## src/sv/tbwe_pkg.sv

```systemverilog
// ----------------------------------------------------------------------------
// tbwe_pkg
// Shared constants, filter coefficients and fixed-point helpers of the
// three band waveform energy unit.
// ----------------------------------------------------------------------------
`default_nettype none

package tbwe_pkg;

  localparam int SAMPLE_W   = 16;
  localparam int CF         = 28;                   // coefficient fraction bits
  localparam int DF         = 11;                   // fraction bits below sample lsb
  localparam int SIG_W      = SAMPLE_W + 2 + DF;    // section output
  localparam int DLY_W      = SAMPLE_W + 4 + DF;    // section delay
  localparam int BAND_W     = SIG_W - DF;           // band value in sample lsbs
  localparam int SQ_W       = 2 * BAND_W - 1;
  localparam int ACC_W      = 48;                   // band square sum
  localparam int MUL_W      = 32;
  localparam int MAC_W      = 64;
  localparam int CNT_W      = 16;
  localparam int PEAK_W     = SAMPLE_W + 1;
  localparam int HG_W       = 16;
  localparam int BG_W       = 18;
  localparam int CFG_W      = 18;
  localparam int CFG_ADDR_W = 2;
  localparam int ROOT_W     = ACC_W / 2;
  localparam int GAIN_SHIFT = SAMPLE_W - 1 + 8;
  localparam int HEIGHT_W   = 5;
  localparam int LEVEL_W    = 7;
  localparam int IN_DATA_W  = 16;
  localparam int OUT_FLD_W  = HEIGHT_W + 3 * LEVEL_W;
  localparam int OUT_DATA_W = 32;
  localparam int NSEC       = 4;

  localparam logic [CNT_W-1:0] SPC_RESET = 16'd294;
  localparam logic [HG_W-1:0]  HG_RESET  = 16'd11110;
  localparam logic [BG_W-1:0]  BG_RESET  = 18'd97536;

  // configuration register indexes
  localparam logic [CFG_ADDR_W-1:0] REG_SPC = 2'd0;
  localparam logic [CFG_ADDR_W-1:0] REG_HG  = 2'd1;
  localparam logic [CFG_ADDR_W-1:0] REG_BG  = 2'd2;

  // filter sections
  localparam logic [1:0] SEC_LP200 = 2'd0;
  localparam logic [1:0] SEC_HP200 = 2'd1;
  localparam logic [1:0] SEC_LP2K  = 2'd2;
  localparam logic [1:0] SEC_HP2K  = 2'd3;

  // coefficient slots
  localparam logic [2:0] K_B0 = 3'd0;
  localparam logic [2:0] K_B1 = 3'd1;
  localparam logic [2:0] K_B2 = 3'd2;
  localparam logic [2:0] K_A1 = 3'd3;
  localparam logic [2:0] K_A2 = 3'd4;

  localparam logic signed [MAC_W-1:0] HALF_CF = 64'sd1 <<< (CF - 1);
  localparam logic signed [MAC_W-1:0] HALF_G  = 64'sd1 <<< (GAIN_SHIFT - 1);
  localparam logic signed [MAC_W-1:0] SIG_MAX = (64'sd1 <<< (SIG_W - 1)) - 64'sd1;
  localparam logic signed [MAC_W-1:0] SIG_MIN = -SIG_MAX - 64'sd1;
  localparam logic signed [MAC_W-1:0] DLY_MAX = (64'sd1 <<< (DLY_W - 1)) - 64'sd1;
  localparam logic signed [MAC_W-1:0] DLY_MIN = -DLY_MAX - 64'sd1;

  typedef enum logic [2:0] {
    ACC_HOLD,
    ACC_LOAD,
    ACC_ADD,
    ACC_SUB,
    ACC_LOADADD
  } acc_op_t;

  typedef struct packed {
    logic    mul_en;
    acc_op_t op;
  } mac_cmd_t;

  // rbj designs at 44.1 kHz, q = 0.707, held in q2.30 and rounded to q4.CF
  function automatic logic signed [MUL_W-1:0] coef_q(input logic [1:0] sec,
                                                     input logic [2:0] k);
    logic signed [MAC_W-1:0] q30;
    logic signed [MAC_W-1:0] r;
    unique case ({sec, k})
      {SEC_LP200, K_B0}: q30 = 64'sd213643;
      {SEC_LP200, K_B1}: q30 = 64'sd427287;
      {SEC_LP200, K_B2}: q30 = 64'sd213643;
      {SEC_LP200, K_A1}: q30 = -64'sd2104213127;
      {SEC_LP200, K_A2}: q30 = 64'sd1031325876;
      {SEC_HP200, K_B0}: q30 = 64'sd1052320207;
      {SEC_HP200, K_B1}: q30 = -64'sd2104640413;
      {SEC_HP200, K_B2}: q30 = 64'sd1052320207;
      {SEC_HP200, K_A1}: q30 = -64'sd2104213127;
      {SEC_HP200, K_A2}: q30 = 64'sd1031325876;
      {SEC_LP2K,  K_B0}: q30 = 64'sd18058974;
      {SEC_LP2K,  K_B1}: q30 = 64'sd36117947;
      {SEC_LP2K,  K_B2}: q30 = 64'sd18058974;
      {SEC_LP2K,  K_A1}: q30 = -64'sd1719116810;
      {SEC_LP2K,  K_A2}: q30 = 64'sd717610881;
      {SEC_HP2K,  K_B0}: q30 = 64'sd877617379;
      {SEC_HP2K,  K_B1}: q30 = -64'sd1755234758;
      {SEC_HP2K,  K_B2}: q30 = 64'sd877617379;
      {SEC_HP2K,  K_A1}: q30 = -64'sd1719116810;
      {SEC_HP2K,  K_A2}: q30 = 64'sd717610881;
      default:           q30 = '0;
    endcase
    r = (q30 + (64'sd1 <<< (29 - CF))) >>> (30 - CF);
    return r[MUL_W-1:0];
  endfunction

  function automatic logic signed [SIG_W-1:0] sat_sig(input logic signed [MAC_W-1:0] a);
    logic signed [MAC_W-1:0] t;
    t = a >>> CF;
    if (t > SIG_MAX) t = SIG_MAX;
    else if (t < SIG_MIN) t = SIG_MIN;
    return t[SIG_W-1:0];
  endfunction

  function automatic logic signed [DLY_W-1:0] sat_dly(input logic signed [MAC_W-1:0] a);
    logic signed [MAC_W-1:0] t;
    t = a >>> CF;
    if (t > DLY_MAX) t = DLY_MAX;
    else if (t < DLY_MIN) t = DLY_MIN;
    return t[DLY_W-1:0];
  endfunction

  // round half up from fine units back to sample lsbs
  function automatic logic signed [BAND_W-1:0] band_round(input logic signed [SIG_W-1:0] y);
    logic signed [SIG_W:0] t;
    t = ($signed({y[SIG_W-1], y}) + (SIG_W + 1)'(1 <<< (DF - 1))) >>> DF;
    return t[BAND_W-1:0];
  endfunction

endpackage

`default_nettype wire

```

## src/sv/tbwe_mac.sv

```systemverilog
// ----------------------------------------------------------------------------
// tbwe_mac
// Shared multiply-accumulate unit: registered product and accumulator.
// ----------------------------------------------------------------------------
`default_nettype none

module tbwe_mac (
  input  logic                                   clk,
  input  tbwe_pkg::mac_cmd_t                     cmd,
  input  logic signed [tbwe_pkg::MUL_W-1:0]      mul_a,
  input  logic signed [tbwe_pkg::MUL_W-1:0]      mul_b,
  input  logic signed [tbwe_pkg::MAC_W-1:0]      load_val,
  output logic signed [tbwe_pkg::MAC_W-1:0]      acc,
  output logic signed [tbwe_pkg::MAC_W-1:0]      prod
);
  import tbwe_pkg::*;

  logic signed [MAC_W-1:0] prod_r;
  logic signed [MAC_W-1:0] acc_r;
  logic signed [MAC_W-1:0] prod_full;

  assign prod_full = mul_a * mul_b;

  always_ff @(posedge clk) begin
    if (cmd.mul_en) begin
      prod_r <= prod_full;
    end
    unique case (cmd.op)
      ACC_HOLD:    acc_r <= acc_r;
      ACC_LOAD:    acc_r <= load_val;
      ACC_ADD:     acc_r <= acc_r + prod_r;
      ACC_SUB:     acc_r <= acc_r - prod_r;
      ACC_LOADADD: acc_r <= load_val + prod_r;
      default:     acc_r <= acc_r;
    endcase
  end

  assign acc  = acc_r;
  assign prod = prod_r;

endmodule

`default_nettype wire

```

## config.mk

```make
export PLATFORM = sky130hd
export DESIGN_NAME = tbwe_mac
export DESIGN_NICKNAME = d
export VERILOG_FILES = /design/src/sv/tbwe_pkg.sv /design/src/sv/tbwe_mac.sv
export SDC_FILE = /design/constraint.sdc
export NUM_CORES = 2
export LEC_CHECK = 0
export ABC_AREA = 1
export BUFFER_PORTS_ARGS = -buffer_cell sky130_fd_sc_hd__buf_4
export CAP_MARGIN = 0
export CORE_MARGIN = 5
export CORE_UTILIZATION = 53
export DETAILED_ROUTE_END_ITERATION = 12
export PLACE_DENSITY = 0.73
export SLEW_MARGIN = 25
export SYNTH_ARGS = -nofsm -noshare
export SYNTH_HDL_FRONTEND = slang
export SYNTH_SLANG_ARGS = --single-unit
```

## constraint.sdc

```tcl
create_clock -name clk -period 6.9 [get_ports clk]
set_clock_uncertainty 0.1 [all_clocks]
set_input_delay 0 -clock clk [delete_from_list [all_inputs] [get_ports clk]]
set_output_delay 0 -clock clk [all_outputs]
set_load 0.1 [all_outputs]
```

==> summary.md <==
| Metric | Value |
|---|---|
| CTS max path bufs | 2 |
| Minimum clock period | ~7 ns |
| Area delta synth->final | 12.6% |
| Synth Area in Adders | a little under half |
| Yosys warnings | 0 |
| Synth Area in XOR/XNOR | 1.00% |
| Compound-Gate Fraction of Synth Area | between 4 and 5% |
| Finish-stage setup viols | 0 |
| Reg2reg setup slack | 3.34 ns |
| DR iter-0 viols | between 4000 and 5000 |
| Core ar. | slightly above 100000 µm² |
| Dominant cells by area after synthesis | fa_1 39%, nand2_1 16%, inv_1 15% |
| CP Max Fanout | 4 |
| Rel. slew slack | roughly 27% |
| Pins Over Slew Limit | 0 |
| Clock Latency Late Sink | 0.49 ns |
| CTS buffer count | 17 |
| Die Span X | 333 µm |
| Synth Instances | ~8000 |
| Number of enable flip-flop cells after synthesis | around 130 |
| # clock sinks | approximately 130 |
| Post-Syn Area | 55200 µm² |
| Largest family of logic cells by synthesized area | adder cells |
| Via count | around 51000 |
| CP cell instances | dlygate4sd3_1 -> buf_4 -> or2_2 -> fa_1 -> fa_1 -> inv_1 -> fa_1 -> fa_1 -> fa_1 -> fa_1 -> fa_1 -> fa_1 -> ha_1 -> a21oi_1 -> o21ai_0 -> inv_1 -> nand2_1 -> buf_4 -> o21ai_0 -> nand3_1 -> xor2_2 |
| Final net count | roughly 10000 |
| Hold Violations, Final | 0 |
| Initial antenna violation count | 2 |
| Via-per-instance ratio | around 5.3 |
| Clk root buf | clkbuf_16 |
| Worst-path cell with the longest stage delay | fa_1 |
| Most frequent CP cell | fa_1 |
| Routed len/inst | about 21 µm |
| Register area share after synthesis | about 7% |
| Detail Placement HPWL | between 150000 and 200000 µm |
| Drt first pass iters | 6 |
| Mean Syn Cell Area | approximately 7.1 µm² |
| DRT Wirelength | about 200000 µm |
| R2r worst-path depth | 17 |
| Crit path capture | prod[49] |
| Input/output buffers | 260 |
| Hold path start | mul_b[0] |
| Vias in the first global route | ~54000 |
| CP startpoint | mul_a[0] |
| FFs w/ async S/R, synth | 0% |
| Post-Synth Simple-Gate Area | 23.6% |
| Required time of the worst setup path | roughly 7.0 ns |
| DRC | 0 |
| # IOs | 261 |
| TritonCTS clock tree | done |
| Max_cap viols | 0 |
| Die outline area | between 100000 and 150000 µm² |
| Status | completed |
| Max incr delay on CP | between 0.5 and 0.6 ns |
| Gp weighted congestion | between 1 and 1.5 |
| Overall global routing resource usage | between 30% and 40% |
| R2r endpoint | acc[48] |
| Yosys reg bits | ~130 |
| # Post-CTS Setup Buffers | 0 |
| GRT Residual Overflow | 0 |
| Htree depth | 4 |
| Unrepaired setup endpoints after global routing | true |
| Most frequent cells after synthesis | 2405 x nand2_1, 2248 x inv_1, 1084 x fa_1 |
| Part of the cycle the worst path needs | a little under 100% |
| Post-route ant nets | 0 |
| Setup TNS | 0 ns |
| Critical Path Start Type | input pin |
| Critical path capture point type | flip-flop |
| Least-Margin Pin Slew | approximately 1.1 ns |
| Largest net degree at the start of global routing | 65 |
| Fill cells | around 9800 |
| Most frequent cell after synthesis | nand2_1 |
| Peak Freq | 146 MHz |
| R2R Path Start | acc[0] |
| Syn_nets | roughly 9300 |
| Mux cell area share after synthesis | less than 1% |
| Site row count | roughly 120 |
| DIE HEIGHT | ~330 µm |
| Cell taking the most area after synthesis | fa_1 |
| First-pass GRT wire length | roughly 310000 µm |
| Distinct cell type count after synthesis | 50 |
| Initial core utilization | a little over half |
| Arrival time worst endpoint | 6.95 ns |
| Share of the synthesized area in the top cell type | between 30 and 40% |
| Synth Flop Type | edfxtp_1 |
| Layout cell share with drive strength beyond 1 | 9.13% |
| Clock-pin slew on the worst setup and hold paths | about 0.070 ns |
| Critical path class | input pin to flip-flop |
| Hold Path Class | input pin to flip-flop |
==> final cells by class <==
cell class	count	area (µm²)	area share, %
Multi-Input combinational cell	5172	42100	67.8
Inverter	2257	8470	13.6
Timing Repair Buffer	652	5390	8.66
Sequential cell	128	3840	6.18
Tap cell	1380	1730	2.78
Clock buffer	17	425	0.684
Clock inverter	15	183	0.294
Antenna cell	1	2.50	0.00403
==> what timing repair did <==
item,in CTS,in global routing
gates resized for setup,0,7
setup endpoints to repair,0,6
endpoints found under the hold margin,81,0
hold buffers,66,0
==> stage by stage <==
step | hold slack [ns] | utilization [%] | area (µm²) | worst slack [ns] | cells
finish | 0.0402 | 60.1 | 62200 | 0.0621 | 9622
global route | 0.0855 | 60.1 | 62200 | -0.0135 | 9622
CTS | 0.0522 | 60.0 | 62100 | 0.0205 | 9621
detailed placement | 0.206 | 58.8 | 60800 | -0.334 | 9523
global placement | 0.202 | 58.8 | 60800 | -0.328 | 9523
floorplan | 0.0125 | - | 55200 | 0.0293 | 7777
==> logic make-up after synthesis <==
logic type,count (synthesis)
AND/OR/NAND/NOR,3234
buffers and inverters,2477
adder cells (fa/ha/maj),1394
AO/OA/AOI/OAI,444
flip-flops,128
XOR/XNOR,63
multiplexers,37
==> state kept, by name, indices dropped and copies added (netlist names) <==
register,count
prod,64
acc,64
==> worst min-delay path by stage <==
| stage | depth (start not counted) | slack, ns | end |
|---|---|---|---|
| floorplan | 0 | 0.01 | prod[0] |
| global placement | 3 | 0.20 | acc[58] |
| detailed placement | 3 | 0.21 | acc[63] |
| CTS | 4 | 0.05 | prod[0] |
| global route | 4 | 0.09 | prod[0] |
| finish | 4 | 0.04 | prod[0] |
==> routing by layer <==
| metal | vias up | routed length, µm | GRT usage (%) |
|---|---|---|---|
| met2 | 2461 | 99600 | 64.2 |
| met1 | 24917 | 76700 | 46.2 |
| met3 | 584 | 15500 | 4.03 |
| met5 | - | 7 | 0 |
| met4 | 2 | 12900 | 18.8 |
| li1 | 23362 | - | - |
==> layout by cell type, fill, tap and decap left out, drive strengths merged <==
master	synthesis	final
buf	14	586
a21o	4	4
bufinv	0	3
clkbuf	206	17
o21a	3	3
or2	30	30
a22oi	1	1
diode	0	1
and3	14	14
nor4	14	14
clkinvlp	0	4
and3b	2	2
dlygate4sd3	0	66
fa	1084	1084
a31oi	11	11
mux2i	1	1
nand4	49	49
xnor2	17	17
a21boi	1	1
xor2	46	46
nand3	280	280
edfxtp	128	128
mux2	36	36
nand3b	17	17
o21ai	149	149
o21bai	20	20
and2	9	9
nor2	362	362
nor3	35	35
inv	2255	2259
o211ai	27	27
nand2b	1	1
a21oi	223	223
clkinv	2	6
ha	310	310
o221ai	5	5
nand2	2421	2421
==> worst max-delay path, delay by kind of cell <==
kind	cells	cell delay [ns]
and+or+nand+nor	3	0.63
AOI/OAI and AO/OA	3	0.76
adders and majority gates	9	4.24
buffers and inverters	5	1.09
xor gates and xnor gates	1	0.21
Power is not shown: default switching activity piles up to over one toggle a cycle in this logic, so the estimate is an artifact.
