<file path="src/sv/tbwe_pkg.sv">
// ----------------------------------------------------------------------------
// tbwe_pkg
// Shared constants, filter coefficients and fixed-point helpers of the
// three band waveform energy unit.
// ----------------------------------------------------------------------------
`default_nettype none

package tbwe_pkg;

  localparam int SAMPLE_W   = 16;
  localparam int CF         = 28;                   // coefficient fraction bits
  localparam int DF         = 11;                   // fraction bits below sample lsb
  localparam int SIG_W      = SAMPLE_W + 2 + DF;    // section output
  localparam int DLY_W      = SAMPLE_W + 4 + DF;    // section delay
  localparam int BAND_W     = SIG_W - DF;           // band value in sample lsbs
  localparam int SQ_W       = 2 * BAND_W - 1;
  localparam int ACC_W      = 48;                   // band square sum
  localparam int MUL_W      = 32;
  localparam int MAC_W      = 64;
  localparam int CNT_W      = 16;
  localparam int PEAK_W     = SAMPLE_W + 1;
  localparam int HG_W       = 16;
  localparam int BG_W       = 18;
  localparam int CFG_W      = 18;
  localparam int CFG_ADDR_W = 2;
  localparam int ROOT_W     = ACC_W / 2;
  localparam int GAIN_SHIFT = SAMPLE_W - 1 + 8;
  localparam int HEIGHT_W   = 5;
  localparam int LEVEL_W    = 7;
  localparam int IN_DATA_W  = 16;
  localparam int OUT_FLD_W  = HEIGHT_W + 3 * LEVEL_W;
  localparam int OUT_DATA_W = 32;
  localparam int NSEC       = 4;

  localparam logic [CNT_W-1:0] SPC_RESET = 16'd294;
  localparam logic [HG_W-1:0]  HG_RESET  = 16'd11110;
  localparam logic [BG_W-1:0]  BG_RESET  = 18'd97536;

  // configuration register indexes
  localparam logic [CFG_ADDR_W-1:0] REG_SPC = 2'd0;
  localparam logic [CFG_ADDR_W-1:0] REG_HG  = 2'd1;
  localparam logic [CFG_ADDR_W-1:0] REG_BG  = 2'd2;

  // filter sections
  localparam logic [1:0] SEC_LP200 = 2'd0;
  localparam logic [1:0] SEC_HP200 = 2'd1;
  localparam logic [1:0] SEC_LP2K  = 2'd2;
  localparam logic [1:0] SEC_HP2K  = 2'd3;

  // coefficient slots
  localparam logic [2:0] K_B0 = 3'd0;
  localparam logic [2:0] K_B1 = 3'd1;
  localparam logic [2:0] K_B2 = 3'd2;
  localparam logic [2:0] K_A1 = 3'd3;
  localparam logic [2:0] K_A2 = 3'd4;

  localparam logic signed [MAC_W-1:0] HALF_CF = 64'sd1 <<< (CF - 1);
  localparam logic signed [MAC_W-1:0] HALF_G  = 64'sd1 <<< (GAIN_SHIFT - 1);
  localparam logic signed [MAC_W-1:0] SIG_MAX = (64'sd1 <<< (SIG_W - 1)) - 64'sd1;
  localparam logic signed [MAC_W-1:0] SIG_MIN = -SIG_MAX - 64'sd1;
  localparam logic signed [MAC_W-1:0] DLY_MAX = (64'sd1 <<< (DLY_W - 1)) - 64'sd1;
  localparam logic signed [MAC_W-1:0] DLY_MIN = -DLY_MAX - 64'sd1;

  typedef enum logic [2:0] {
    ACC_HOLD,
    ACC_LOAD,
    ACC_ADD,
    ACC_SUB,
    ACC_LOADADD
  } acc_op_t;

  typedef struct packed {
    logic    mul_en;
    acc_op_t op;
  } mac_cmd_t;

  // rbj designs at 44.1 kHz, q = 0.707, held in q2.30 and rounded to q4.CF
  function automatic logic signed [MUL_W-1:0] coef_q(input logic [1:0] sec,
                                                     input logic [2:0] k);
    logic signed [MAC_W-1:0] q30;
    logic signed [MAC_W-1:0] r;
    unique case ({sec, k})
      {SEC_LP200, K_B0}: q30 = 64'sd213643;
      {SEC_LP200, K_B1}: q30 = 64'sd427287;
      {SEC_LP200, K_B2}: q30 = 64'sd213643;
      {SEC_LP200, K_A1}: q30 = -64'sd2104213127;
      {SEC_LP200, K_A2}: q30 = 64'sd1031325876;
      {SEC_HP200, K_B0}: q30 = 64'sd1052320207;
      {SEC_HP200, K_B1}: q30 = -64'sd2104640413;
      {SEC_HP200, K_B2}: q30 = 64'sd1052320207;
      {SEC_HP200, K_A1}: q30 = -64'sd2104213127;
      {SEC_HP200, K_A2}: q30 = 64'sd1031325876;
      {SEC_LP2K,  K_B0}: q30 = 64'sd18058974;
      {SEC_LP2K,  K_B1}: q30 = 64'sd36117947;
      {SEC_LP2K,  K_B2}: q30 = 64'sd18058974;
      {SEC_LP2K,  K_A1}: q30 = -64'sd1719116810;
      {SEC_LP2K,  K_A2}: q30 = 64'sd717610881;
      {SEC_HP2K,  K_B0}: q30 = 64'sd877617379;
      {SEC_HP2K,  K_B1}: q30 = -64'sd1755234758;
      {SEC_HP2K,  K_B2}: q30 = 64'sd877617379;
      {SEC_HP2K,  K_A1}: q30 = -64'sd1719116810;
      {SEC_HP2K,  K_A2}: q30 = 64'sd717610881;
      default:           q30 = '0;
    endcase
    r = (q30 + (64'sd1 <<< (29 - CF))) >>> (30 - CF);
    return r[MUL_W-1:0];
  endfunction

  function automatic logic signed [SIG_W-1:0] sat_sig(input logic signed [MAC_W-1:0] a);
    logic signed [MAC_W-1:0] t;
    t = a >>> CF;
    if (t > SIG_MAX) t = SIG_MAX;
    else if (t < SIG_MIN) t = SIG_MIN;
    return t[SIG_W-1:0];
  endfunction

  function automatic logic signed [DLY_W-1:0] sat_dly(input logic signed [MAC_W-1:0] a);
    logic signed [MAC_W-1:0] t;
    t = a >>> CF;
    if (t > DLY_MAX) t = DLY_MAX;
    else if (t < DLY_MIN) t = DLY_MIN;
    return t[DLY_W-1:0];
  endfunction

  // round half up from fine units back to sample lsbs
  function automatic logic signed [BAND_W-1:0] band_round(input logic signed [SIG_W-1:0] y);
    logic signed [SIG_W:0] t;
    t = ($signed({y[SIG_W-1], y}) + (SIG_W + 1)'(1 <<< (DF - 1))) >>> DF;
    return t[BAND_W-1:0];
  endfunction

endpackage

`default_nettype wire

</file>
<file path="src/sv/tbwe_isqrt.sv">
// ----------------------------------------------------------------------------
// tbwe_isqrt
// Floor square root, one root bit per cycle.
// ----------------------------------------------------------------------------
`default_nettype none

module tbwe_isqrt (
  input  logic                          clk,
  input  logic                          rst_n,
  input  logic                          start,
  input  logic [tbwe_pkg::ACC_W-1:0]    radicand,
  output logic                          done,
  output logic [tbwe_pkg::ROOT_W-1:0]   root
);
  import tbwe_pkg::*;

  localparam int CW  = $clog2(ROOT_W);
  localparam int REM_W = ROOT_W + 2;

  logic [ACC_W-1:0]  n_r;
  logic [REM_W-1:0]  rem_r;
  logic [ROOT_W-1:0] root_r;
  logic [CW-1:0]     cnt_r;
  logic              busy_r;
  logic              done_r;
  logic [REM_W+1:0]  r4;
  logic [REM_W+1:0]  trial;
  logic [REM_W+1:0]  diff;
  logic              fits;

  assign r4    = {rem_r, n_r[ACC_W-1:ACC_W-2]};
  assign trial = {2'b00, root_r, 2'b01};
  assign fits  = r4 >= trial;
  assign diff  = r4 - trial;

  always_ff @(posedge clk) begin
    if (!rst_n) begin
      busy_r <= 1'b0;
      done_r <= 1'b0;
    end else begin
      done_r <= 1'b0;
      if (start) begin
        n_r    <= radicand;
        rem_r  <= '0;
        root_r <= '0;
        cnt_r  <= CW'(ROOT_W - 1);
        busy_r <= 1'b1;
      end else if (busy_r) begin
        rem_r  <= fits ? diff[REM_W-1:0] : r4[REM_W-1:0];
        root_r <= {root_r[ROOT_W-2:0], fits};
        n_r    <= {n_r[ACC_W-3:0], 2'b00};
        cnt_r  <= cnt_r - CW'(1);
        if (cnt_r == '0) begin
          busy_r <= 1'b0;
          done_r <= 1'b1;
        end
      end
    end
  end

  assign done = done_r;
  assign root = root_r;

endmodule

`default_nettype wire

</file>
<file path="config.mk">
export PLATFORM = sky130hd
export DESIGN_NAME = tbwe_isqrt
export DESIGN_NICKNAME = d
export VERILOG_FILES = /design/src/sv/tbwe_pkg.sv /design/src/sv/tbwe_isqrt.sv
export SDC_FILE = /design/constraint.sdc
export NUM_CORES = 1
export LEC_CHECK = 0
export ABC_CLOCK_PERIOD_IN_PS = 4800
export BUFFER_PORTS_ARGS = -buffer_cell sky130_fd_sc_hd__buf_2
export CORE_ASPECT_RATIO = 1.4
export CORE_UTILIZATION = 55
export CTS_CLUSTER_DIAMETER = 100
export CTS_CLUSTER_SIZE = 20
export DETAILED_ROUTE_END_ITERATION = 7
export GPL_TIMING_DRIVEN = 0
export PLACE_DENSITY = 0.72
export SETUP_SLACK_MARGIN = 0.2
export SLEW_MARGIN = 20
export SYNTH_ARGS = -nofsm -noshare
export SYNTH_HDL_FRONTEND = slang
export SYNTH_SLANG_ARGS = --single-unit
export TNS_END_PERCENT = 10
</file>
<file path="constraint.sdc">
create_clock -name clk -period 4.8 [get_ports clk]
set_input_delay 0.96 -clock clk [delete_from_list [all_inputs] [get_ports clk]]
set_output_delay 0.96 -clock clk [all_outputs]
set_load 0.005 [all_outputs]
</file>
==> flow_summary_export.csv <==
group,metric,value,unit
placed_design,port_buffers,74,
floorplan,io_pins,76,
logic_synthesis,synthTopCellsByCount,"103 x edfxtp_1, 51 x nand2_1, 49 x nor2_1",
timing,finalCritPeriodShare,60.2,%
logic_synthesis,syn-mean-instance-area,11.3,µm²
floorplan,rows,44,
logic_synthesis,synthFlopType,"edfxtp_1",
final_layout,drive_gt1_share,26.0,%
timing,finalSetupViolations,0,
power,cellLeakagePower,0.00269,µW
floorplan,dieHeight,124,µm
power,fin_total_pwr,2450,µW
timing,clock_skew,0.00519,ns
timing,min_period,2.89,ns
logic_synthesis,synthCells,520,
floorplan,initial_core_util,56.5,%
final_layout,fin_util,64.9,%
timing,fmax,346,MHz
clock_tree,cts_buffers,9,
placed_design,dp_slack,1.91,ns
logic_synthesis,yosysSeqAreaShare,53.3,%
detailed_routing,wl_per_cell,15.7,µm
logic_synthesis,yosys_warnings,0,
placed_design,globalplace.congestion,0.938,
detailed_routing,drt-initial-drc-count,201,
global_route,first_global_vias,4234,
logic_synthesis,synth_cell_types,52,
logic_synthesis,synth.most_common_cell,"edfxtp_1",
power,power.density,363,nW/µm²
final_layout,fin_nets,685,
logic_synthesis,syn_nets,598,
clock_tree,postCtsHoldBufs,0,
clock_tree,cts_sinks,105,
detailed_routing,drtAntennaViolNets,0,
worst_setup_path,ff2ff_path_depth,10,
timing,hold_violations,0,
min_path,holdCritStartpoint,"busy_r",
timing,rsz0062_at_grt,"no",
global_route,grt_max_degree,44,
min_path,min_path_type,"flop to flop",
timing,finalMaxSlewViolations,0,
min_path,hold_depth,1,
final_layout,diodes,0,
outcome,status,"finished clean",
clock_tree,post_cts_buffers,0,
timing,fin_tns_setup,0,ns
min_path,hold_path_end,"done",
worst_setup_path,rr_startpoint,"rem_r[3]",
floorplan,coreArea,10400,µm²
worst_setup_path,cp.required,4.95,ns
logic_synthesis,synthDominantCellAreaShare,52.6,%
detailed_routing,num_vias,4154,
logic_synthesis,synth-seq-cells,105,
clock_tree,htreeDepth,3,
power,ir_drop,0.229,mV
floorplan,die_width,89.4,µm
logic_synthesis,async_reset_ff_share,0,%
final_layout,fin_area,6750,µm²
clock_tree,clock_latency,0.35,ns
detailed_routing,routed_via_density,5.54,
placed_design,place_area,6470,µm²
worst_setup_path,ff2ff_setup_slack,1.91,ns
placed_design,dp_hpwl,8730,µm
global_route,grt_antenna_before_repair,0,
timing,max_slew_margin,53.8,%
detailed_routing,wl,11800,µm
clock_tree,postCtsResizedCells,0,
worst_setup_path,end_kind,"flop",
timing,fin_ws,1.91,ns
global_route,track_usage,22.9,%
detailed_routing,dr.pass1.iters,5,
worst_setup_path,path_class,"flop to flop",
logic_synthesis,syn_area,5880,µm²
final_layout,area_growth,14.8,%
floorplan,dieArea,11100,µm²
clock_tree,path_clk_slew,0.07,ns
detailed_routing,drc_errors,0,
logic_synthesis,yosysTopAreaCell,"edfxtp_1",
clock_tree,clock_path_buffers,2,
worst_setup_path,worstPathArrival,3.04,ns
logic_synthesis,synth_edf_count,103,
timing,worst_pin_slew,0.693,ns
clock_tree,cts_tree,"built",
final_layout,n_fill_cell,825,
clock_tree,clockRootBuffer,"clkbuf_16",
logic_synthesis,synth_area_leaders,"edfxtp_1 53%, mux2_2 9.0%, ha_1 5.7%",
job,drv_cap,0,
worst_setup_path,startpoint_type,"flop",
worst_setup_path,reg2reg_to,"rem_r[5]",
global_route,globalRouteOverflowTotal,0,
global_route,grt_pass1_wl,19400,µm
worst_setup_path,path_max_fanout,10,
[routing by layer]
| metal | global-route usage (%) | vias up | routed length [µm] |
|---|---|---|---|
| li1 | - | 2062 | - |
| met1 | 26.5 | 1948 | 4760 |
| met2 | 38.3 | 116 | 6080 |
| met3 | 6.63 | 28 | 615 |
| met4 | 10.6 | 0 | 337 |
| met5 | 0 | - | 0 |
[worst max-delay path, stage by stage, from the launching register on]
cell      delay, ns
edfxtp_1       0.42
ha_1           0.43
nand4_1        0.19
a211oi_2       0.27
o41ai_2        0.14
a21oi_2        0.35
a31o_4         0.26
o22a_4         0.17
buf_6          0.15
nor2_1         0.05
a211oi_1       0.27
[through the flow]
step / hold slack (ns) / cells
after global routing: 0.517 / 750
after floorplan: 0.454 / 520
after global placement: 0.462 / 732
after CTS: 0.493 / 750
final: 0.489 / 750
after detailed placement: 0.482 / 734
[sequential cells by signal (all words and copies together) (netlist names)]
register / cells
done: 1
cnt_r: 5
n_r: 48
root: 24
rem_r: 26
busy_r: 1
[layout make-up]
class	count	area [µm²]	area share, %
Sequential cell	105	3130	46.4
Multi-Input combinational cell	355	2490	37.0
Timing Repair Buffer	76	410	6.08
Clock buffer	9	225	3.34
Tap cell	138	173	2.56
Inverter	39	146	2.17
Buffer	21	113	1.67
Clock inverter	7	53.8	0.797
[cell usage in the layout (no fill, tap or decap), types with 8 or more instances in the layout]
cell | Yosys | final
inv_1 | 39 | 39
a21oi_1 | 39 | 39
a211oi_1 | 10 | 10
o21ai_0 | 18 | 18
nor2_1 | 49 | 49
buf_2 | 3 | 77
mux2_2 | 47 | 47
edfxtp_1 | 103 | 103
ha_1 | 27 | 27
nor3_1 | 9 | 9
clkbuf_1 | 12 | 12
xnor2_1 | 17 | 17
nand2_1 | 51 | 51
clkbuf_16 | 0 | 9
nand2b_1 | 8 | 8
[cells by family (layout without fill, tap and decap cells)]
logic type	count (synthesis)	count (layout)	share of synthesized area, %
AOI/OAI and AO/OA	108	108	12.4
xor gates and xnor gates	23	23	3.43
adders and majority gates	27	27	5.75
buffers and inverters	60	152	4.41
DFF	105	105	53.3
muxes	47	47	9.00
and+or+nand+nor	150	150	11.7
[power by group]
| part | leakage (µW) | internal [µW] | switching, µW |
|---|---|---|---|
| sequential | 0.00101 | 1100 | 29.1 |
| combinational | 0.00154 | 267 | 351 |
| clock | 0.000141 | 358 | 342 |
[worst max-delay path by stage]
stage | startpoint | depth (start not counted) | slack, ns | end
after floorplan | start | 3 | 0.46 | cnt_r[0]
after global placement | start | 3 | -0.64 | root[21]
after detailed placement | start | 4 | 1.91 | root[22]
after CTS | rem_r[3] | 10 | 1.91 | rem_r[5]
after global routing | root[17] | 11 | 1.70 | rem_r[2]
final | rem_r[3] | 10 | 1.91 | rem_r[5]
No activity file was read; power rests on OpenSTA's default activity.
