[config.mk]
export PLATFORM = sky130hd
export DESIGN_NAME = tbwe_div
export DESIGN_NICKNAME = d
export VERILOG_FILES = /design/src/sv/tbwe_pkg.sv /design/src/sv/tbwe_div.sv
export SDC_FILE = /design/constraint.sdc
export NUM_CORES = 1
export LEC_CHECK = 0
export CELL_PAD_IN_SITES_DETAIL_PLACEMENT = 2
export CELL_PAD_IN_SITES_GLOBAL_PLACEMENT = 2
export CORE_ASPECT_RATIO = 0.6
export CORE_MARGIN = 10
export CORE_UTILIZATION = 38
export CTS_CLUSTER_SIZE = 12
export DETAILED_ROUTE_END_ITERATION = 10
export DONT_BUFFER_PORTS = 1
export PLACE_DENSITY = 0.81
export SLEW_MARGIN = 20
export SYNTH_ARGS = -nofsm -noshare
export SYNTH_HDL_FRONTEND = slang
export SYNTH_SLANG_ARGS = --single-unit
[constraint.sdc]
create_clock -name clk -period 3 [get_ports clk]
set_clock_uncertainty 0.05 [all_clocks]
set_input_delay 0.45 -clock clk [delete_from_list [all_inputs] [get_ports clk]]
set_output_delay 0.45 -clock clk [all_outputs]
set_load 0.02 [all_outputs]
[src/sv/tbwe_pkg.sv]
// ----------------------------------------------------------------------------
// tbwe_pkg
// Shared constants, filter coefficients and fixed-point helpers of the
// three band waveform energy unit.
// ----------------------------------------------------------------------------
`default_nettype none

package tbwe_pkg;

  localparam int SAMPLE_W   = 16;
  localparam int CF         = 28;                   // coefficient fraction bits
  localparam int DF         = 11;                   // fraction bits below sample lsb
  localparam int SIG_W      = SAMPLE_W + 2 + DF;    // section output
  localparam int DLY_W      = SAMPLE_W + 4 + DF;    // section delay
  localparam int BAND_W     = SIG_W - DF;           // band value in sample lsbs
  localparam int SQ_W       = 2 * BAND_W - 1;
  localparam int ACC_W      = 48;                   // band square sum
  localparam int MUL_W      = 32;
  localparam int MAC_W      = 64;
  localparam int CNT_W      = 16;
  localparam int PEAK_W     = SAMPLE_W + 1;
  localparam int HG_W       = 16;
  localparam int BG_W       = 18;
  localparam int CFG_W      = 18;
  localparam int CFG_ADDR_W = 2;
  localparam int ROOT_W     = ACC_W / 2;
  localparam int GAIN_SHIFT = SAMPLE_W - 1 + 8;
  localparam int HEIGHT_W   = 5;
  localparam int LEVEL_W    = 7;
  localparam int IN_DATA_W  = 16;
  localparam int OUT_FLD_W  = HEIGHT_W + 3 * LEVEL_W;
  localparam int OUT_DATA_W = 32;
  localparam int NSEC       = 4;

  localparam logic [CNT_W-1:0] SPC_RESET = 16'd294;
  localparam logic [HG_W-1:0]  HG_RESET  = 16'd11110;
  localparam logic [BG_W-1:0]  BG_RESET  = 18'd97536;

  // configuration register indexes
  localparam logic [CFG_ADDR_W-1:0] REG_SPC = 2'd0;
  localparam logic [CFG_ADDR_W-1:0] REG_HG  = 2'd1;
  localparam logic [CFG_ADDR_W-1:0] REG_BG  = 2'd2;

  // filter sections
  localparam logic [1:0] SEC_LP200 = 2'd0;
  localparam logic [1:0] SEC_HP200 = 2'd1;
  localparam logic [1:0] SEC_LP2K  = 2'd2;
  localparam logic [1:0] SEC_HP2K  = 2'd3;

  // coefficient slots
  localparam logic [2:0] K_B0 = 3'd0;
  localparam logic [2:0] K_B1 = 3'd1;
  localparam logic [2:0] K_B2 = 3'd2;
  localparam logic [2:0] K_A1 = 3'd3;
  localparam logic [2:0] K_A2 = 3'd4;

  localparam logic signed [MAC_W-1:0] HALF_CF = 64'sd1 <<< (CF - 1);
  localparam logic signed [MAC_W-1:0] HALF_G  = 64'sd1 <<< (GAIN_SHIFT - 1);
  localparam logic signed [MAC_W-1:0] SIG_MAX = (64'sd1 <<< (SIG_W - 1)) - 64'sd1;
  localparam logic signed [MAC_W-1:0] SIG_MIN = -SIG_MAX - 64'sd1;
  localparam logic signed [MAC_W-1:0] DLY_MAX = (64'sd1 <<< (DLY_W - 1)) - 64'sd1;
  localparam logic signed [MAC_W-1:0] DLY_MIN = -DLY_MAX - 64'sd1;

  typedef enum logic [2:0] {
    ACC_HOLD,
    ACC_LOAD,
    ACC_ADD,
    ACC_SUB,
    ACC_LOADADD
  } acc_op_t;

  typedef struct packed {
    logic    mul_en;
    acc_op_t op;
  } mac_cmd_t;

  // rbj designs at 44.1 kHz, q = 0.707, held in q2.30 and rounded to q4.CF
  function automatic logic signed [MUL_W-1:0] coef_q(input logic [1:0] sec,
                                                     input logic [2:0] k);
    logic signed [MAC_W-1:0] q30;
    logic signed [MAC_W-1:0] r;
    unique case ({sec, k})
      {SEC_LP200, K_B0}: q30 = 64'sd213643;
      {SEC_LP200, K_B1}: q30 = 64'sd427287;
      {SEC_LP200, K_B2}: q30 = 64'sd213643;
      {SEC_LP200, K_A1}: q30 = -64'sd2104213127;
      {SEC_LP200, K_A2}: q30 = 64'sd1031325876;
      {SEC_HP200, K_B0}: q30 = 64'sd1052320207;
      {SEC_HP200, K_B1}: q30 = -64'sd2104640413;
      {SEC_HP200, K_B2}: q30 = 64'sd1052320207;
      {SEC_HP200, K_A1}: q30 = -64'sd2104213127;
      {SEC_HP200, K_A2}: q30 = 64'sd1031325876;
      {SEC_LP2K,  K_B0}: q30 = 64'sd18058974;
      {SEC_LP2K,  K_B1}: q30 = 64'sd36117947;
      {SEC_LP2K,  K_B2}: q30 = 64'sd18058974;
      {SEC_LP2K,  K_A1}: q30 = -64'sd1719116810;
      {SEC_LP2K,  K_A2}: q30 = 64'sd717610881;
      {SEC_HP2K,  K_B0}: q30 = 64'sd877617379;
      {SEC_HP2K,  K_B1}: q30 = -64'sd1755234758;
      {SEC_HP2K,  K_B2}: q30 = 64'sd877617379;
      {SEC_HP2K,  K_A1}: q30 = -64'sd1719116810;
      {SEC_HP2K,  K_A2}: q30 = 64'sd717610881;
      default:           q30 = '0;
    endcase
    r = (q30 + (64'sd1 <<< (29 - CF))) >>> (30 - CF);
    return r[MUL_W-1:0];
  endfunction

  function automatic logic signed [SIG_W-1:0] sat_sig(input logic signed [MAC_W-1:0] a);
    logic signed [MAC_W-1:0] t;
    t = a >>> CF;
    if (t > SIG_MAX) t = SIG_MAX;
    else if (t < SIG_MIN) t = SIG_MIN;
    return t[SIG_W-1:0];
  endfunction

  function automatic logic signed [DLY_W-1:0] sat_dly(input logic signed [MAC_W-1:0] a);
    logic signed [MAC_W-1:0] t;
    t = a >>> CF;
    if (t > DLY_MAX) t = DLY_MAX;
    else if (t < DLY_MIN) t = DLY_MIN;
    return t[DLY_W-1:0];
  endfunction

  // round half up from fine units back to sample lsbs
  function automatic logic signed [BAND_W-1:0] band_round(input logic signed [SIG_W-1:0] y);
    logic signed [SIG_W:0] t;
    t = ($signed({y[SIG_W-1], y}) + (SIG_W + 1)'(1 <<< (DF - 1))) >>> DF;
    return t[BAND_W-1:0];
  endfunction

endpackage

`default_nettype wire

[src/sv/tbwe_div.sv]
// ----------------------------------------------------------------------------
// tbwe_div
// Restoring divider, one quotient bit per cycle.
// ----------------------------------------------------------------------------
`default_nettype none

module tbwe_div (
  input  logic                          clk,
  input  logic                          rst_n,
  input  logic                          start,
  input  logic [tbwe_pkg::ACC_W-1:0]    dividend,
  input  logic [tbwe_pkg::CNT_W-1:0]    divisor,
  output logic                          done,
  output logic [tbwe_pkg::ACC_W-1:0]    quotient
);
  import tbwe_pkg::*;

  localparam int CW = $clog2(ACC_W);

  logic [ACC_W-1:0] q_r;
  logic [CNT_W:0]   rem_r;
  logic [CNT_W-1:0] d_r;
  logic [CW-1:0]    cnt_r;
  logic             busy_r;
  logic             done_r;
  logic [CNT_W:0]   trial;
  logic [CNT_W:0]   diff;
  logic             fits;

  assign trial = {rem_r[CNT_W-1:0], q_r[ACC_W-1]};
  assign fits  = trial >= {1'b0, d_r};
  assign diff  = trial - {1'b0, d_r};

  always_ff @(posedge clk) begin
    if (!rst_n) begin
      busy_r <= 1'b0;
      done_r <= 1'b0;
    end else begin
      done_r <= 1'b0;
      if (start) begin
        q_r    <= dividend;
        rem_r  <= '0;
        d_r    <= divisor;
        cnt_r  <= CW'(ACC_W - 1);
        busy_r <= 1'b1;
      end else if (busy_r) begin
        rem_r <= fits ? diff : trial;
        q_r   <= {q_r[ACC_W-2:0], fits};
        cnt_r <= cnt_r - CW'(1);
        if (cnt_r == '0) begin
          busy_r <= 1'b0;
          done_r <= 1'b1;
        end
      end
    end
  end

  assign done     = done_r;
  assign quotient = q_r;

endmodule

`default_nettype wire

==> run summary, run 1 <==
drt initial violations = 222
total CTS buffers = 9
grt ovf = 0
Syn Nets = 438
async set-reset flop share out of synthesis = 0%
Worst-Skew Late Latency = 0.35 ns
Synth top area share = 56.29%
Seq/Total Area, Yosys = 57.16%
height of the die = 105.1 um
worst vdd ir = 0.2783 mV
DRC = 0
nets = 445
routed len/inst = 28.11 um
gpl congestion = 0.8201
Synth Cell Area = 0.004588 mm2
I/O pin total = 116
number of synthesized flops with an enable pin = 86
RSZ-0062 raised after global routing = no
final instance area = 0.005106 mm2
Setup-failing EPs final = 0
Setup crit end kind = register
Post-DRT Antenna Nets = 0
H-tree depth = 3
Post-Route Setup TNS = 0 ns
final WL = 14730 um
core area = 0.01156 mm2
synth cell count leaders = edfxtp_1 (86), mux2_2 (47), inv_1 (21), nand2_1 (21), ha_1 (18)
area leader, netlist = edfxtp_1
max-cap viol count = 0
most numerous cell in the Yosys netlist = edfxtp_1
clk buf depth = 2
first-pass GRT wire length = 22530 um
largest net degree at the start of global routing = 72
root buffer cell = clkbuf_16
Initial DRT Pass Iterations = 4
GRT Total Usage = 17.23%
Critical Path RT = 3.11 ns
Slew @ Worst Pin = 0.5741 ns
slew margin rel. = 61.63%
Synth Register Bits = 88
top post-synthesis cells by area = edfxtp_1 (56%), mux2_2 (12%), ha_1 (4.9%), a21oi_1 (1.9%), inv_1 (1.7%)
vias in the first global route = 3435
Worst setup SP type = register
FMAX = 363.7 MHz
# fillers = 1179
YS warnings = 0
share of cells above drive strength 1 = 24.73%
CTS clk-pin slew, worst paths = 0.06 ns
worst min path class = in2reg
Post-CTS Setup Inserts = 0
die area = 0.01701 mm2
Tmin final = 2.749 ns
PnR worst setup slack = 0.2507 ns
Cells after Synth = 352
I/O Buffers = 0
final hold violations = 0
Design Power = 3.349 mW
row count = 30
Hold-fix buffers, CTS = 0
period utilisation layout = 91.64%
outcome = finished, final reports clean
post-cts resize count = 0
area added between synthesis and finish = 11.29%
leakage power = 1.806 nW
CTS tree = yes
Yosys cell types = 60
clk sinks = 88
Inserted Diodes = 0
CP Max Fanout = 11
Crit path arrival time = 2.86 ns
kind of critical path = reg2reg
Slew Limit Fails = 0
DP Area = 0.004810 mm2
drt via density = 5.899
hpwl dp = 11170 um
Die Width = 161.9 um
Starting Density = 39.69%
initial antenna violation count = 0
Avg Cell Area, Syn = 13.03 um2
Placement Setup Slack = 0.2994 ns
top_reg_cell synth = edfxtp_1
PD cells = 655.9 mW/mm2
routed via count = 3091
-- sequential cells by signal (all words and copies together), names as in the netlist --
signal / flops
busy_r: 1
cnt_r: 6
d_r: 16
done: 1
quotient: 48
rem_r: 16
-- stage by stage --
| step | instances | util, % | hold WS, ns |
|---|---|---|---|
| after CTS | 524 | 44.17 | 0.1267 |
| final | 524 | 44.17 | 0.1410 |
| after floorplan | 352 | - | 0.3714 |
| after detailed placement | 508 | 41.60 | 0.4114 |
| after global routing | 524 | 44.17 | 0.1309 |
| after global placement | 508 | 41.60 | 0.3985 |
-- layer usage --
metal / global-route usage [%] / routed length (um) / part of all wire, %
met1: 21.20 / 6088 / 41
met2: 28.16 / 7376 / 50
met3: 5.878 / 1076 / 7.3
met4: 4.787 / 187 / 1.3
met5: 0 / 0 / 0
-- cells by family (layout without fill, tap and decap cells) --
kind of cell               count (synthesis)  count (layout)  synth area share [%]
adders and majority gates                 19              19                 5.345
DFF                                       88              88                 57.16
AOI/OAI and AO/OA                         73              73                 11.86
xor gates and xnor gates                  11              11                 2.100
and+or+nand+nor                           79              79                 8.891
buffers and inverters                     35              47                 3.109
muxes                                     47              47                 11.54
-- cell type report --
cell class	count	area (um2)	share of cell area [%]
inverter	22	82.58	1.617
multi-input combinational	229	1824	35.73
clock buffer	10	229.0	4.484
sequential	88	2623	51.36
timing repair buffer	9	80.08	1.568
tap	160	200.2	3.921
clock inverter	6	67.56	1.323
-- report_power, final --
| group | total, mW | switching [mW] | internal (mW) |
|---|---|---|---|
| combinational | 0.614 | 0.369 | 0.245 |
| clock | 1.15 | 0.502 | 0.651 |
| sequential | 1.58 | 0.113 | 1.47 |
| total | 3.35 | 0.983 | 2.37 |
-- critical path: stages, from the launching register on --
cell      delay (ns)
edfxtp_1        0.41
ha_1            0.51
and3_2          0.32
nand2_1         0.09
o31a_1          0.29
a41oi_4         0.42
o21ai_2         0.17
o22ai_1         0.29
-- cells in the final DEF (no fill, tap or decap), types with 7 or more instances in the layout --
| master | instances |
|---|---|
| a21oi_1 | 17 |
| buf_4 | 8 |
| clkbuf_16 | 9 |
| edfxtp_1 | 86 |
| ha_1 | 18 |
| inv_1 | 21 |
| mux2_2 | 47 |
| nand2_1 | 21 |
| nand3_1 | 12 |
| nor2_1 | 11 |
| nor3_1 | 7 |
| o21ai_0 | 10 |
| xnor2_1 | 7 |
-- final timing paths --
check	from	end	slack, ns	cells after the start
worst max-delay path	rem_r[10]	rem_r[11]	0.25	7
worst min-delay path	start	done	0.14	1
worst max register to register	rem_r[10]	rem_r[11]	0.25	7
worst min register to register	busy_r	done	0.42	2
Power figures use the tool's default switching activity.
==> run 2: changes to the inputs <==
--- a/config.mk
+++ b/config.mk
@@ -13,6 +13,7 @@
 export CTS_CLUSTER_SIZE = 12
 export DETAILED_ROUTE_END_ITERATION = 10
 export DONT_BUFFER_PORTS = 1
+export GPL_TIMING_DRIVEN = 0
 export PLACE_DENSITY = 0.81
 export SLEW_MARGIN = 20
 export SYNTH_ARGS = -nofsm -noshare
==> run summary, run 2 (same netlist as run 1, synthesis figures left out) <==
gpl congestion = 0.7837 (-4.4%)
routed len/inst = 27.16 um (-3.4%)
PnR worst setup slack = 0.1599 ns (-0.09081 ns)
Seq. cell area = 0.002623 mm2 (unchanged)
Crit path arrival time = 2.86 ns (about the same)
final WL = 14400 um (-2.3%)
vias in the first global route = 3381 (-1.6%)
Setup crit end kind = register
Initial DRT Pass Iterations = 4 (unchanged)
leading cell types in the layout, fill and taps excluded = edfxtp_1 (86), mux2_2 (47), inv_1 (21), nand2_1 (21), ha_1 (18)
Setup-failing EPs final = 0 (unchanged)
R2R setup slack = 0.16 ns (-0.09 ns)
Design Power = 3.283 mW (-2.0%)
# fillers = 1169 (-0.85%)
Post-DRT Antenna Nets = 0 (unchanged)
most common cell after layout, fill and taps aside = edfxtp_1
die area = 0.01701 mm2 (unchanged)
I/O pin total = 116 (unchanged)
final hold violations = 0 (unchanged)
routed via count = 3063 (-0.91%)
Layout Cells excl Fill = 530 (+1.1%)
row count = 30 (unchanged)
CTS clk-pin slew, worst paths = 0.07 ns (about the same)
Tmin final = 2.840 ns (+0.09081 ns)
hpwl dp = 10630 um (-4.8%)
kind of critical path = reg2reg
slew margin rel. = 34.48% (-27 points)
grt ovf = 0 (unchanged)
GRT Total Usage = 16.64% (-0.59 points)
RSZ-0062 raised after global routing = no
worst vdd ir = 0.2564 mV (-7.9%)
Hold-fix buffers, CTS = 0 (unchanged)
period utilisation layout = 94.67% (+3.0 points)
DP Area = 0.004816 mm2 (+0.13%)
drt via density = 5.779 (-2.0%)
Critical Path RT = 3.02 ns (-0.09 ns)
Worst setup SP type = register
Largest register FFs = 48 (unchanged)
share of cells above drive strength 1 = 23.58% (-1.1 points)
initial antenna violation count = 0 (unchanged)
multi-input logic area = 0.001832 mm2 (+0.41%)
height of the die = 105.1 um (unchanged)
Slew Limit Fails = 0 (unchanged)
Worst-Skew Late Latency = 0.35 ns (about the same)
worst min path class = in2reg
DP Cell Count = 513 (+0.98%)
leakage power = 1.784 nW (-1.2%)
first-pass GRT wire length = 21790 um (-3.3%)
Slew @ Worst Pin = 0.9827 ns (+0.4086 ns)
Post-Route Setup TNS = 0 ns (unchanged)
outcome = finished, final reports clean
Die Width = 161.9 um (unchanged)
PD cells = 643.6 mW/mm2 (-1.9%)
max-cap viol count = 0 (unchanged)
CP Max Fanout = 3 (-8)
total CTS buffers = 9 (unchanged)
area added between synthesis and finish = 11.18% (about the same)
core area = 0.01156 mm2 (unchanged)
Placement Setup Slack = 0.1232 ns (-0.1762 ns)
H-tree depth = 3 (unchanged)
drt initial violations = 292 (+32%)
largest net degree at the start of global routing = 41 (-43%)
FMAX = 352.1 MHz (-3.2%)
nets = 450 (+1.1%)
I/O Buffers = 0 (unchanged)
clk sinks = 88 (unchanged)
final instance area = 0.005101 mm2 (about the same)
Starting Density = 39.69% (unchanged)
root buffer cell = clkbuf_16
CTS tree = yes
clk buf depth = 2 (unchanged)
DRC = 0 (unchanged)
## run 2: stage by stage
stage	utilization, %	hold slack (ns)
6_report	44.12	0.1417
5_1_grt	44.10	0.1276
4_1_cts	44.09	0.1330
3_5_place_dp	41.66	0.4056
3_3_place_gp	41.42	0.3844
2_1_floorplan	-	0.3714
## run 2: per-layer routing
metal	GRT usage [%]	wire length [um]	vias up
met5	0	0	-
met1	20.56	6206	1592
li1	-	-	1361
met3	4.898	821	12
met4	4.851	170	0
met2	27.55	7197	98
## run 2: critical path, cell delays in order (launching register included)
cell and delay, ns:
edfxtp_1 0.52, inv_1 0.08, ha_1 0.23, fa_1 0.42, nor2b_1 0.18, o22a_2 0.24
a2111oi_1 0.15, or3b_2 0.49, o211ai_1 0.11, a21oi_1 0.10
## run 2: path summary, 6_finish.rpt
path,from,to,cells past startpoint
max,quotient[47],rem_r[12],9
min,divisor[6],d_r[6],0
max reg2reg,quotient[47],rem_r[12],9
min reg2reg,busy_r,done,2
## run 2: layout make-up
cell class                      count  share of cell area [%]
Sequential cell                    88                   51.41
Multi-Input combinational cell    229                   35.91
Clock buffer                       10                   4.489
Tap cell                          160                   3.924
Inverter                           22                   1.619
Buffer                             13                   1.177
Clock inverter                      6                   1.030
Timing Repair Buffer                1                  0.3924
Antenna cell                        1                 0.04906
## run 2: where the power goes
part | leakage, nW | switching (mW) | internal [mW] | total [mW]
Combinational | 0.821 | 0.373 | 0.239 | 0.612
Clock | 0.131 | 0.514 | 0.574 | 1.09
Sequential | 0.833 | 0.113 | 1.47 | 1.58
## run 2: timing repair
| item | CTS | global route |
|---|---|---|
| setup buffers | 0 | 0 |
| resized for setup | 0 | 1 |
| setup endpoints to repair | 0 | 1 |
